--- src/rtl/core/rnp_pkg.sv ---
// ----------------------------------------------------------------------------
// rnp_pkg
// Types, constants and the character-to-digit decode for the number parser.
// ----------------------------------------------------------------------------
package rnp_pkg;

    localparam int VALUE_BITS = 32;
    localparam int OUT_W      = 32;
    localparam int ADV_W      = 16;
    localparam int MODE_W     = 2;
    localparam int DIGIT_W    = 5;

    localparam logic [MODE_W-1:0] RADIX_OCT = 2'd0;
    localparam logic [MODE_W-1:0] RADIX_DEC = 2'd1;
    localparam logic [MODE_W-1:0] RADIX_HEX = 2'd2;

    localparam logic [7:0] CHAR_PLUS  = 8'h2B;
    localparam logic [7:0] CHAR_MINUS = 8'h2D;
    localparam logic [7:0] CHAR_0     = 8'h30;
    localparam logic [7:0] CHAR_9     = 8'h39;
    localparam logic [7:0] CHAR_UA    = 8'h41;
    localparam logic [7:0] CHAR_UF    = 8'h46;
    localparam logic [7:0] CHAR_LA    = 8'h61;
    localparam logic [7:0] CHAR_LF    = 8'h66;

    localparam logic [DIGIT_W-1:0] NO_DIGIT = 5'd16;

    typedef struct packed {
        logic signed [OUT_W-1:0] value;
        logic                    has_digits;
        logic [ADV_W-1:0]        advance;
    } rnp_result_t;

    function automatic logic [DIGIT_W-1:0] digit_of(input logic [7:0] c);
        logic [7:0] d;
        begin
            d = 8'(NO_DIGIT);
            if (c >= CHAR_0 && c <= CHAR_9)
                d = c - CHAR_0;
            else if (c >= CHAR_UA && c <= CHAR_UF)
                d = c - CHAR_UA + 8'd10;
            else if (c >= CHAR_LA && c <= CHAR_LF)
                d = c - CHAR_LA + 8'd10;
            return d[DIGIT_W-1:0];
        end
    endfunction

    function automatic logic [DIGIT_W-1:0] radix_of(input logic [MODE_W-1:0] mode);
        logic [DIGIT_W-1:0] r;
        begin
            case (mode)
                RADIX_OCT: r = 5'd8;
                RADIX_HEX: r = 5'd16;
                default:   r = 5'd10;
            endcase
            return r;
        end
    endfunction

endpackage

--- src/rtl/core/rnp_in_stage.sv ---
// ----------------------------------------------------------------------------
// rnp_in_stage
// Input register: holds one character item until the core consumes it.
// ----------------------------------------------------------------------------
module rnp_in_stage
(
    input  logic       clk,
    input  logic       rst_n,
    input  logic       in_valid,
    output logic       in_ready,
    input  logic [7:0] ch,
    input  logic       end_of_text,
    input  logic       consume,
    output logic       item_valid,
    output logic [7:0] item_ch,
    output logic       item_eot
);

    logic       valid_reg;
    logic       valid_next;
    logic [7:0] ch_reg;
    logic       eot_reg;
    logic       load;

    assign in_ready   = !valid_reg || consume;
    assign load       = in_valid && in_ready;
    assign valid_next = load ? 1'b1 : (consume ? 1'b0 : valid_reg);

    always_ff @(posedge clk or negedge rst_n)
    begin
        if (!rst_n)
        begin
            valid_reg <= 1'b0;
        end
        else
        begin
            valid_reg <= valid_next;
        end
    end

    always_ff @(posedge clk)
    begin
        if (load)
        begin
            ch_reg  <= ch;
            eot_reg <= end_of_text;
        end
    end

    assign item_valid = valid_reg;
    assign item_ch    = ch_reg;
    assign item_eot   = eot_reg;

endmodule

--- src/rtl/core/rnp_core.sv ---
// ----------------------------------------------------------------------------
// rnp_core
// Parse state and one-step update: sign, radix multiply-add, close and result.
// ----------------------------------------------------------------------------
module rnp_core
(
    input  logic                         clk,
    input  logic                         rst_n,
    input  logic [rnp_pkg::MODE_W-1:0]   radix_mode,
    input  logic                         item_valid,
    input  logic [7:0]                   item_ch,
    input  logic                         item_eot,
    input  logic                         can_load,
    output logic                         consume,
    output logic                         emit,
    output rnp_pkg::rnp_result_t         result
);

    import rnp_pkg::*;

    logic                  at_start_reg;
    logic                  at_start_next;
    logic                  negative_reg;
    logic                  negative_next;
    logic [VALUE_BITS-1:0] acc_reg;
    logic [VALUE_BITS-1:0] acc_next;
    logic [ADV_W-1:0]      count_reg;
    logic [ADV_W-1:0]      count_next;
    logic                  seen_reg;
    logic                  seen_next;

    logic [DIGIT_W-1:0]    digit;
    logic                  sign_here;
    logic                  is_digit;
    logic                  closes;
    logic [VALUE_BITS-1:0] acc_scaled;
    logic [VALUE_BITS-1:0] mag;

    assign digit     = digit_of(item_ch);
    assign sign_here = at_start_reg && !item_eot
                       && (item_ch == CHAR_PLUS || item_ch == CHAR_MINUS);
    assign is_digit  = digit < radix_of(radix_mode);
    assign closes    = item_eot || (!sign_here && !is_digit);
    assign consume   = item_valid && (!closes || can_load);
    assign emit      = item_valid && closes && can_load;

    always_comb
    begin
        case (radix_mode)
            RADIX_OCT: acc_scaled = acc_reg << 3;
            RADIX_HEX: acc_scaled = acc_reg << 4;
            default:   acc_scaled = (acc_reg << 3) + (acc_reg << 1);
        endcase
    end

    always_comb
    begin
        at_start_next = at_start_reg;
        negative_next = negative_reg;
        acc_next      = acc_reg;
        count_next    = count_reg;
        seen_next     = seen_reg;
        if (consume)
        begin
            if (closes)
            begin
                at_start_next = 1'b1;
                negative_next = 1'b0;
                acc_next      = '0;
                count_next    = '0;
                seen_next     = 1'b0;
            end
            else if (sign_here)
            begin
                at_start_next = 1'b0;
                negative_next = (item_ch == CHAR_MINUS);
                count_next    = ADV_W'(1);
            end
            else
            begin
                at_start_next = 1'b0;
                acc_next      = acc_scaled + VALUE_BITS'(digit);
                seen_next     = 1'b1;
                if (count_reg != '1)
                    count_next = count_reg + ADV_W'(1);
            end
        end
    end

    always_ff @(posedge clk or negedge rst_n)
    begin
        if (!rst_n)
        begin
            at_start_reg <= 1'b1;
            negative_reg <= 1'b0;
            acc_reg      <= '0;
            count_reg    <= '0;
            seen_reg     <= 1'b0;
        end
        else
        begin
            at_start_reg <= at_start_next;
            negative_reg <= negative_next;
            acc_reg      <= acc_next;
            count_reg    <= count_next;
            seen_reg     <= seen_next;
        end
    end

    assign mag = negative_reg ? (VALUE_BITS'(0) - acc_reg) : acc_reg;

    always_comb
    begin
        result.value      = seen_reg ? OUT_W'(signed'(mag)) : '0;
        result.has_digits = seen_reg;
        result.advance    = seen_reg ? count_reg : '0;
    end

endmodule

--- src/rtl/core/rnp_out_stage.sv ---
// ----------------------------------------------------------------------------
// rnp_out_stage
// Result register: holds one finished result until the receiver takes it.
// ----------------------------------------------------------------------------
module rnp_out_stage
(
    input  logic                           clk,
    input  logic                           rst_n,
    input  logic                           emit,
    input  rnp_pkg::rnp_result_t           result,
    output logic                           can_load,
    output logic                           out_valid,
    input  logic                           out_ready,
    output logic signed [rnp_pkg::OUT_W-1:0] value,
    output logic                           has_digits,
    output logic [rnp_pkg::ADV_W-1:0]      advance
);

    import rnp_pkg::*;

    logic        valid_reg;
    logic        valid_next;
    rnp_result_t result_reg;

    assign can_load   = !valid_reg || out_ready;
    assign valid_next = emit ? 1'b1 : (out_ready ? 1'b0 : valid_reg);

    always_ff @(posedge clk or negedge rst_n)
    begin
        if (!rst_n)
        begin
            valid_reg <= 1'b0;
        end
        else
        begin
            valid_reg <= valid_next;
        end
    end

    always_ff @(posedge clk)
    begin
        if (emit)
        begin
            result_reg <= result;
        end
    end

    assign out_valid  = valid_reg;
    assign value      = result_reg.value;
    assign has_digits = result_reg.has_digits;
    assign advance    = result_reg.advance;

endmodule

--- src/rtl/core/signed_radix_number_parser.sv ---
// ----------------------------------------------------------------------------
// signed_radix_number_parser
// Streams text one character per item and returns one parsed signed number
// per sign/digit run, in octal, decimal or hexadecimal.
// ----------------------------------------------------------------------------
// Channels: the input channel (in_valid/in_ready) carries ch and end_of_text;
// the output channel (out_valid/out_ready) carries value, has_digits and
// advance. The cfg channel (cfg_valid/cfg_ready) writes radix_mode; write it
// only while no item is in flight. cfg_ready is always high.
// Throughput: one character per cycle. The accepted item sits in an input
// register; from there the multiply-add and close decision run, and a
// closing item loads the result register once that register can take it.
// Stall: while out_ready is low and a result is held, characters that do not
// close a number keep flowing; a closing one waits in the input register and
// in_ready drops until the result is taken.
// Reset: radix_mode returns to decimal, the parse state clears and both
// registers empty.
// ----------------------------------------------------------------------------
module signed_radix_number_parser
(
    input  logic                             clk,
    input  logic                             rst_n,
    input  logic                             cfg_valid,
    output logic                             cfg_ready,
    input  logic [rnp_pkg::MODE_W-1:0]       radix_mode,
    input  logic                             in_valid,
    output logic                             in_ready,
    input  logic [7:0]                       ch,
    input  logic                             end_of_text,
    output logic                             out_valid,
    input  logic                             out_ready,
    output logic signed [rnp_pkg::OUT_W-1:0] value,
    output logic                             has_digits,
    output logic [rnp_pkg::ADV_W-1:0]        advance
);

    import rnp_pkg::*;

    logic [MODE_W-1:0] mode_reg;
    logic              consume;
    logic              emit;
    logic              can_load;
    logic              item_valid;
    logic [7:0]        item_ch;
    logic              item_eot;
    rnp_result_t       result;

    assign cfg_ready = 1'b1;

    always_ff @(posedge clk or negedge rst_n)
    begin
        if (!rst_n)
        begin
            mode_reg <= RADIX_DEC;
        end
        else if (cfg_valid)
        begin
            mode_reg <= radix_mode;
        end
    end

    rnp_in_stage u_in
    (
        .clk         (clk),
        .rst_n       (rst_n),
        .in_valid    (in_valid),
        .in_ready    (in_ready),
        .ch          (ch),
        .end_of_text (end_of_text),
        .consume     (consume),
        .item_valid  (item_valid),
        .item_ch     (item_ch),
        .item_eot    (item_eot)
    );

    rnp_core u_core
    (
        .clk        (clk),
        .rst_n      (rst_n),
        .radix_mode (mode_reg),
        .item_valid (item_valid),
        .item_ch    (item_ch),
        .item_eot   (item_eot),
        .can_load   (can_load),
        .consume    (consume),
        .emit       (emit),
        .result     (result)
    );

    rnp_out_stage u_out
    (
        .clk        (clk),
        .rst_n      (rst_n),
        .emit       (emit),
        .result     (result),
        .can_load   (can_load),
        .out_valid  (out_valid),
        .out_ready  (out_ready),
        .value      (value),
        .has_digits (has_digits),
        .advance    (advance)
    );

endmodule

--- config.mk ---
export PLATFORM = sky130hd
export DESIGN_NAME = signed_radix_number_parser
export DESIGN_NICKNAME = d
export VERILOG_FILES = /design/src/rtl/core/rnp_pkg.sv /design/src/rtl/core/rnp_in_stage.sv /design/src/rtl/core/rnp_core.sv /design/src/rtl/core/rnp_out_stage.sv /design/src/rtl/core/signed_radix_number_parser.sv
export SDC_FILE = /design/constraint.sdc
export NUM_CORES = 1
export LEC_CHECK = 0
export ABC_AREA = 1
export BUFFER_PORTS_ARGS = -buffer_cell sky130_fd_sc_hd__buf_2
export CORE_UTILIZATION = 60
export DETAILED_ROUTE_END_ITERATION = 8
export MAX_ROUTING_LAYER = met4
export PLACE_DENSITY = 0.79
export REMOVE_ABC_BUFFERS = 1
export SLEW_MARGIN = 5
export SYNTH_ARGS = -nofsm -noshare
export SYNTH_HDL_FRONTEND = slang
export SYNTH_SLANG_ARGS = --single-unit
--- constraint.sdc ---
create_clock -name clk -period 6.53 [get_ports clk]
set_input_delay 0.3265 -clock clk [delete_from_list [all_inputs] [get_ports clk]]
set_output_delay 0.3265 -clock clk [all_outputs]
set_load 0.01 [all_outputs]
==> results.tsv <==
metric	value	unit
share of post-route cells with drive strength above 1	0.175	
clock-pin slew on the worst setup and hold paths	0.06	ns
pwr dens	243	nW/um^2
Synth Area per Inst	7.02	um^2
Setup Buffers After CTS	0	
final cycle utilization of the critical path	0.583	
I/O pin cnt	68	
post-synthesis sequential area ratio	0.325	
worst path required time	6.60	ns
outcome	finished clean	
PnR Total Power	2.59	mW
via count	9259	
gr usage total	0.347	
Worst Path Max Fanout	35	
DIE HEIGHT	129	um
residual DRC count	0	
Slew @ Worst Pin	0.869	ns
Core Footprint	15400	um^2
Yosys cell types	56	
non-filler instance count after layout	1652	
WL final	26.3	mm
top_reg_cell synth	edfxtp_1	
clock sink count	113	
Pre-antenna DRT Iters	6	
CTS Root Cell	clkbuf_16	
Slew headroom	0.421	
Overflow after GRT	0	
design area	10700	um^2
HP Class	input pin to async pin	
Skew-Pair Late Insertion Delay	0.42	ns
async set-reset flop share out of synthesis	0.487	
area delta synth->final	10.9	%
CTS buffer count	17	
Final WS setup	2.73	ns
Layout Skew	0.0110	ns
CTS tree	done	
PostCTS Resize Cnt	0	
Leakage Power	5.42	nW
Peak Freq	263	MHz
crit path kind	register to register	
final hold vios	0	
number of port buffers	66	
Post-Place Setup Slack	2.82	ns
cell area after synthesis	9600	um^2
Worst Path Arrival	3.87	ns
CP Capture Type	register	
Routed wire per std cell	15.9	um
unrepaired setup endpoints after global routing	no	
first-pass GRT wire length	43.0	mm
number of max-cap violations	0	
number of placed instances, taps included	1620	
largest net degree at the start of global routing	56	
nets	1485	
Max Transition Viols Final	0	
Detail Placement HPWL	19.2	mm
CTS HTree Levels	4	
# rows	45	
Antenna Nets Post-Route	0	
Inserted Diodes	0	
WHS	0.0729	ns
Chip Width	129	um
Iter 0 DRT Violations	867	
placed inst area	10100	um^2
hold-fix buffers at CTS	0	
Post-Synthesis Cells	1368	
peak supply drop	0.000230	V
startpoint types	register	
Core Util, Final	0.691	
register bit total from synthesis	113	
Max Root-Sink Buffers	2	
routability congestion estimate	0.962	
initial antenna violation count	0	
post-route minimum period	3.80	ns
# setup viols final	0	
setup TNS	0	ns
via/cell ratio	5.60	
vias in the first global route	8598	
die area	16500	um^2
number of enable flip-flop cells after synthesis	58	
Initial Utilization	0.623	
warnings from Yosys	0	
-- synthesized netlist by cell type, types with 3 or more instances --
cell / instances / area share
nand2_1: 386 / 0.15
inv_1: 214 / 0.084
nand3_1: 91 / 0.047
nor2_1: 87 / 0.034
edfxtp_1: 58 / 0.18
a21oi_1: 57 / 0.030
o21ai_0: 56 / 0.029
dfrtp_1: 53 / 0.14
nand2_2: 40 / 0.026
ha_1: 39 / 0.051
nand4_1: 31 / 0.020
o21ai_1: 24 / 0.013
a22oi_1: 23 / 0.018
nand3_2: 23 / 0.024
nor2_4: 20 / 0.023
inv_2: 19 / 0.0074
nor3_1: 18 / 0.0094
nor2_2: 15 / 0.0098
xor2_1: 12 / 0.011
nand2_4: 11 / 0.013
clkbuf_1: 10 / 0.0039
buf_2: 9 / 0.0047
xnor2_1: 9 / 0.0082
nor4_1: 7 / 0.0046
buf_4: 6 / 0.0047
buf_6: 4 / 0.0047
a31oi_1: 3 / 0.0020
clkinv_1: 3 / 0.0012
nor2_8: 3 / 0.0063
o21ai_2: 3 / 0.0027
-- final cells by class --
class,count,area [um^2]
clock inverter,8,103
multi-input combinational,986,5400
tap,211,264
fill,1333,4770
inverter,238,897
sequential,113,3120
timing repair buffer,72,375
clock buffer,24,492
-- per-layer routing --
layer | part of all wire | track usage | vias up
met2 | 0.47 | 0.558 | 420
met4 | 0.029 | 0.118 | 0
met1 | 0.42 | 0.442 | 4200
li1 | - | - | 4566
met3 | 0.081 | 0.0624 | 73
met5 | 0 | - | -
-- worst paths after layout --
path                                            startpoint                         endpoint  slack, ns  cells past startpoint
max reg2reg                        mode_reg[0]$_DFFE_PN1P_    u_out.value[28]$_SDFFCE_PN0P_       2.73                      9
min reg2reg                u_core.at_start_reg$_DFFE_PN1P_  u_core.at_start_reg$_DFFE_PN1P_       0.49                      2
min in group clk                                     ch[7]        u_in.item_ch[7]$_DFFE_PP_       0.08                      1
min                                                  rst_n    u_core.acc_reg[4]$_DFFE_PN0P_       0.07                      2
max in group asynchronous                            rst_n   u_core.acc_reg[24]$_DFFE_PN0P_       5.92                      2
max                                mode_reg[0]$_DFFE_PN1P_    u_out.value[28]$_SDFFCE_PN0P_       2.73                      9
-- layout by cell type (no fill, tap or decap), drive strengths merged, types with 3 or more instances in the layout --
cell type / synthesis / routed
a21oi: 59 / 59
a22oi: 23 / 23
a31oi: 3 / 3
buf: 20 / 72
clkbuf: 11 / 24
clkinv: 4 / 6
dfrtp: 53 / 53
edfxtp: 58 / 58
ha: 39 / 39
inv: 234 / 236
nand2: 437 / 437
nand3: 116 / 116
nand4: 31 / 31
nor2: 125 / 125
nor3: 21 / 21
nor4: 7 / 7
o21ai: 83 / 83
o22ai: 3 / 3
xnor2: 9 / 9
xor2: 12 / 12
-- cell families (layout without fill, tap and decap cells) --
kind of cell               after synthesis  after routing  synth area share
DFF                                    113            113             0.325
muxes                                    1              1           0.00117
and+or+nand+nor                        742            742             0.380
buffers and inverters                  269            342             0.113
xor gates and xnor gates                21             21            0.0192
AOI/OAI and AO/OA                      180            180             0.106
adders and majority gates               41             41            0.0550
other                                    1              1          0.000390
-- critical path: stages, from the launching register on --
cell	delay, ns
dfstp_2	0.63
nor2_4	0.63
inv_1	0.19
ha_1	0.34
nand2_1	0.06
o21bai_1	0.18
a21oi_2	0.20
inv_2	0.18
nor2_4	0.53
buf_4	0.47
-- power breakdown --
| group | internal (mW) | leakage (nW) | switching, mW |
|---|---|---|---|
| sequential | 0.837 | 1.32 | 0.0792 |
| clock | 0.603 | 0.287 | 0.334 |
| combinational | 0.222 | 3.81 | 0.514 |
Power figures use the tool's default switching activity.
